## src/rtl/bb_pkg.sv

```systemverilog
package bb_pkg;

    localparam int STORE_DEPTH = 1024;
    localparam int MAX_XFER    = 8;

    localparam int ADDR_W = $clog2(STORE_DEPTH);
    localparam int LEN_W  = $clog2(STORE_DEPTH + 1);
    localparam int XFER_W = $clog2(MAX_XFER + 1);
    localparam int IDX_W  = (MAX_XFER > 1) ? $clog2(MAX_XFER) : 1;

    // fixed field widths
    localparam int CFG_W   = 11;
    localparam int REQ_W   = 4;
    localparam int DATA_W  = 64;
    localparam int TOTAL_W = 11;
    localparam int BYTE_W  = 8;

    localparam int LEN_RESET = (1024 < STORE_DEPTH) ? 1024 : STORE_DEPTH;

    localparam logic REQ_WRITE = 1'b0;
    localparam logic REQ_READ  = 1'b1;

    typedef struct packed {
        logic              is_read;
        logic [XFER_W-1:0] want;
    } t_request;

    typedef struct packed {
        logic [XFER_W-1:0] grant;
        logic [LEN_W-1:0]  pos;
    } t_plan;

    typedef struct packed {
        logic              en;
        logic              is_read;
        logic [XFER_W-1:0] grant;
        logic [LEN_W-1:0]  pos;
    } t_commit;

    function automatic logic [XFER_W-1:0] min_grant(
        input logic [XFER_W-1:0] want,
        input logic [LEN_W-1:0]  lim
    );
        logic [XFER_W-1:0] res;
        if (LEN_W'(want) < lim) begin
            res = want;
        end else begin
            res = lim[XFER_W-1:0];
        end
        return res;
    endfunction

    function automatic logic [LEN_W-1:0] clamp_len(input logic [CFG_W-1:0] v);
        logic [31:0] x;
        x = 32'(v);
        if (x == 32'd0) begin
            x = 32'd1;
        end
        if (x > 32'(STORE_DEPTH)) begin
            x = 32'(STORE_DEPTH);
        end
        return x[LEN_W-1:0];
    endfunction

endpackage

```

## src/rtl/bb_region.sv

```systemverilog
module bb_region
    import bb_pkg::*;
(
    input  logic               i_clk,
    input  logic               i_rst_n,
    input  logic               i_cfg_we,
    input  logic [CFG_W-1:0]   i_cfg_data,
    input  t_request           i_req,
    input  t_commit            i_commit,
    output t_plan              o_plan,
    output logic [TOTAL_W-1:0] o_total
);

    logic [LEN_W-1:0] r_start, n_start;
    logic [LEN_W-1:0] r_a_size, n_a_size;
    logic [LEN_W-1:0] r_b_size, n_b_size;
    logic [LEN_W-1:0] r_blen, n_blen;

    logic [LEN_W-1:0] w_a_end;
    logic [LEN_W-1:0] w_room;
    logic [LEN_W-1:0] w_after;
    logic [LEN_W-1:0] w_grant_l;

    assign w_a_end = r_start + r_a_size;
    assign w_room  = (r_start > r_b_size) ? (r_start - r_b_size) : '0;
    assign w_after = (r_blen > w_a_end) ? (r_blen - w_a_end) : '0;

    // placement of the next transfer
    always_comb begin
        o_plan = '0;
        if (i_req.is_read) begin
            o_plan.pos   = r_start;
            o_plan.grant = min_grant(i_req.want, r_a_size);
        end else if (r_b_size != '0) begin
            o_plan.pos   = r_b_size;
            o_plan.grant = min_grant(i_req.want, w_room);
        end else if (w_after >= r_start) begin
            o_plan.pos   = w_a_end;
            o_plan.grant = min_grant(i_req.want, w_after);
        end else begin
            o_plan.pos   = '0;
            o_plan.grant = min_grant(i_req.want, r_start);
        end
    end

    assign w_grant_l = LEN_W'(i_commit.grant);

    always_comb begin
        n_start  = r_start;
        n_a_size = r_a_size;
        n_b_size = r_b_size;
        n_blen   = r_blen;
        if (i_cfg_we) begin
            n_blen   = clamp_len(i_cfg_data);
            n_start  = '0;
            n_a_size = '0;
            n_b_size = '0;
        end else if (i_commit.en) begin
            if (i_commit.is_read) begin
                if (w_grant_l >= r_a_size) begin
                    // a drained: b moves up
                    n_start  = '0;
                    n_a_size = r_b_size;
                    n_b_size = '0;
                end else begin
                    n_start  = r_start + w_grant_l;
                    n_a_size = r_a_size - w_grant_l;
                end
            end else if (r_a_size == '0 && r_b_size == '0) begin
                n_start  = i_commit.pos;
                n_a_size = w_grant_l;
            end else if (i_commit.pos == w_a_end) begin
                n_a_size = r_a_size + w_grant_l;
            end else begin
                n_b_size = r_b_size + w_grant_l;
            end
        end
    end

    always_ff @(posedge i_clk) begin
        if (!i_rst_n) begin
            r_start  <= '0;
            r_a_size <= '0;
            r_b_size <= '0;
            r_blen   <= LEN_W'(LEN_RESET);
        end else begin
            r_start  <= n_start;
            r_a_size <= n_a_size;
            r_b_size <= n_b_size;
            r_blen   <= n_blen;
        end
    end

    assign o_total = TOTAL_W'(r_a_size + r_b_size);

endmodule

```

## config.mk

```make
export PLATFORM = sky130hd
export DESIGN_NAME = bb_region
export DESIGN_NICKNAME = d
export VERILOG_FILES = /design/src/rtl/bb_pkg.sv /design/src/rtl/bb_region.sv
export SDC_FILE = /design/constraint.sdc
export NUM_CORES = 1
export LEC_CHECK = 0
export ABC_CLOCK_PERIOD_IN_PS = 12850
export BUFFER_PORTS_ARGS = -buffer_cell sky130_fd_sc_hd__buf_2
export CAP_MARGIN = 25
export CORE_MARGIN = 1.5
export CORE_UTILIZATION = 55
export DETAILED_ROUTE_END_ITERATION = 7
export GPL_TIMING_DRIVEN = 0
export PLACE_DENSITY = 0.74
export SLEW_MARGIN = 20
export SYNTH_ARGS = -nofsm -noshare
export SYNTH_HDL_FRONTEND = slang
export SYNTH_SLANG_ARGS = --single-unit
```

## constraint.sdc

```tcl
create_clock -name i_clk -period 12.85 [get_ports i_clk]
set_input_delay 1.285 -clock i_clk [delete_from_list [all_inputs] [get_ports i_clk]]
set_output_delay 1.285 -clock i_clk [all_outputs]
set_load 0.02 [all_outputs]
```

==> flow_summary_export.csv <==
group,metric,value,unit
worst_setup_path,crit_type,"flip-flop to primary output",
min_path,worstHoldPathCells,1,
yosys,synth_top_area_share,15.06,%
clock_tree,clk_pin_slew,0.07,ns
yosys,ys_top_cells_by_area,"ha_1, dfxtp_1, a21oi_1",
floorplanning,die_h,111.6,µm
min_path,min_from,"r_blen[6]",
worst_setup_path,worstPathRequired,11.56,ns
worst_setup_path,r2r_start,"r_start[4]",
drt,firstDrtPassIters,5,
worst_setup_path,critPathLaunch,"r_a_size[1]",
drt,antenna_left,0,
worst_setup_path,crit_slowest_cell,"dfxtp_1",
placement,hpwl,16190,µm
cells_and_area,layout.cells.non_filler,1074,
floorplanning,ioPinCount,62,
yosys,seq_area_frac_synth,13.59,%
yosys,synthCells,865,
power,p_switching,0.0003112,W
floorplanning,rows,39,
timing,fin_skew,0.01214,ns
drt,wirelength,20520,µm
yosys,synth-edff-count,0,
cells_and_area,n_antenna_cell,0,
cells_and_area,final_util,62.21,%
worst_setup_path,reg2reg_slack,8.61,ns
yosys,synth_ff_type,"dfxtp_1",
job,max-cap-violations,0,
clock_tree,clk_latency,0.30,ns
clock_tree,postCtsHoldBufs,0,
power,p_leak,3.127,nW
cells_and_area,stdcell_area,0.007134,mm²
yosys,ys_warn_count,0,
drt,drt-initial-drc-count,707,
yosys,ys_ff_latch,44,
timing,period_share,66.61,%
cells_and_area,nets,1052,
clock_tree,cts_sinks,44,
drt,wl_per_cell,19.10,µm
power,seqPwrFrac,21.4,%
timing,max_freq,0.1168,GHz
clock_tree,root_buffer,"clkbuf_16",
floorplanning,die_width,111.6,µm
cells_and_area,drive_gt1_share,10.10,%
outcome,status,"complete, no violations",
placement,portBuffers,58,
drt,vias,6854,
clock_tree,clockBufferDepth,2,
worst_setup_path,ff2ff_path_depth,13,
clock_tree,numCtsBuffers,5,
floorplanning,initial_core_util,56.52,%
power,powerDensity,98.50,mW/mm²
drt,drc,0,
placement,dp.cells,1066,
yosys,synth.avg_cell_area,7.493,µm²
worst_setup_path,cp_max_fo,10,
power,combinationalPowerShare,55.7,%
timing,final.setup.tns,0,ns
power,peakVddDrop,82.01,µV
clock_tree,cts_tree,"yes",
global_route,grt_max_degree,15,
yosys,synth_top_cell_by_area,"ha_1",
timing,drv_slew,0,
cells_and_area,area_growth,10.08,%
global_route,antenna_found_initial,0,
timing,setup_viol,0,
yosys,synth_cell_types,75,
worst_setup_path,start_kind,"flip-flop",
placement,gp_congestion,0.9399,
min_path,hp-class,"flip-flop to flip-flop",
cells_and_area,filler_cell_count,1072,
yosys,async_flop_share,0,%
timing,slew_headroom,35.50,%
power,netSwitchingFraction,44.29,%
floorplanning,die_area,0.01244,mm²
drt,via_per_inst,6.382,
clock_tree,ctsResizeCount,0,
clock_tree,h-tree-depth,2,
yosys,synthesis.nets,987,
power,internal_power,0.0003915,W
placement,dpl_cell_area,0.006957,mm²
global_route,gr-total-overflow,0,
timing,finalHoldViolCount,0,
worst_setup_path,rr_endpoint,"r_a_size[0]",
timing,tightest_slew,0.9602,ns
timing,grt_setup_unrepaired,"false",
cells_and_area,final_cell_mix,"nor2_1, ha_1, inv_1",
clock_tree,post_cts_buffers,0,
worst_setup_path,crit_path_end_kind,"primary output",
global_route,first_global_vias,6130,
power,pwr-share-clk,22.9,%
timing,post-route-min-period,8.559,ns
global_route,grt_use_total,32.97,%
yosys,syn_area,0.006481,mm²
floorplanning,core_area,0.01147,mm²
min_path,hold_end,"r_blen[6]",
worst_setup_path,cp_slowest_stage_delay,0.58,ns
worst_setup_path,critPathArrivalTime,7.27,ns
global_route,grt_pass1_wl,32730,µm
[critical path: cells and delay by family (launching register included)]
family | cells | cell delay (ns)
compound gates | 13 | 2.36
xor+xnor | 1 | 0.25
fa+ha+maj | 3 | 1.18
buf+inv | 5 | 1.06
flops | 1 | 0.58
mux | 1 | 0.14
simple gates | 8 | 1.39
[per-layer routing]
layer	track usage, %	part of all wire (%)	up-vias
li1	-	-	3321
met1	49.08	47	3141
met2	47.89	41	345
met3	5.498	9.3	47
met4	11.48	3.3	0
met5	0	0	-
[registers in the layout, summed over array words and instances, names as in the netlist]
signal    cells
r_b_size     11
r_blen       11
r_a_size     11
r_start      11
[cell usage after synthesis (5+ instances only)]
cell type,count
inv_1,73
o32ai_1,5
nor3b_1,7
nor4_1,16
xor2_1,17
nand2b_1,12
nor2b_1,18
dfxtp_1,44
xnor2_1,30
and3_1,8
o21ai_0,44
nand4_1,13
mux2i_1,12
xnor3_1,5
a21oi_1,69
nand2_1,60
a31oi_1,7
fa_1,8
ha_1,78
a311oi_1,11
a22o_1,7
nand3_1,14
o211ai_1,11
nor2_1,78
o21bai_1,5
o21a_1,13
clkbuf_1,32
nor3_1,21
a211oi_1,33
a21o_1,19
and2_1,7
[cells by family (layout without fill, tap and decap cells)]
logic type	count (synthesis)	after routing	synth area share, %
AOI/OAI and AO/OA	270	270	28.34
xor gates and xnor gates	53	53	8.340
muxes	16	16	2.548
and+or+nand+nor	280	280	22.20
DFF	44	44	13.59
buffers and inverters	112	178	6.795
adders and majority gates	90	90	18.19
[power by group through the flow]
stage	logic, W	registers, W	clock network [W]
2_1_floorplan	0.000293	0.000149	0
3_3_place_gp	0.000377	0.000153	0
3_5_place_dp	0.000380	0.000153	0
4_1_cts	0.000383	0.000150	0.000161
5_1_grt	0.000435	0.000151	0.000167
6_report	0.000391	0.000151	0.000161
[per-stage QoR]
step | hold WS, ns | total power (W) | worst slack (ns)
floorplan | 0.4470 | 0.0004414 | 6.114
global placement | 0.4761 | 0.0005301 | 4.860
detailed placement | 0.4772 | 0.0005337 | 4.871
CTS | 0.4925 | 0.0006942 | 4.504
global route | 0.5337 | 0.0007526 | 3.939
finish | 0.4939 | 0.0007027 | 4.291
[worst max path at each step]
stage / end / slack (ns)
final: o_plan[7] / 4.29
after floorplan: o_plan[13] / 6.11
after global placement: o_plan[7] / 4.86
after CTS: o_plan[6] / 4.50
after global routing: o_plan[2] / 3.94
after detailed placement: o_plan[6] / 4.87
[area by class of cell]
class | count | area (µm²) | area share (%)
Clock inverter | 2 | 38.79 | 0.5437
Multi-Input combinational cell | 709 | 5166 | 72.41
Inverter | 73 | 274.0 | 3.841
Timing Repair Buffer | 58 | 290.3 | 4.069
Clock buffer | 6 | 138.9 | 1.947
Tap cell | 143 | 178.9 | 2.508
Sequential cell | 44 | 880.8 | 12.35
Buffer | 39 | 166.4 | 2.333
No activity file was read; power rests on OpenSTA's default activity.
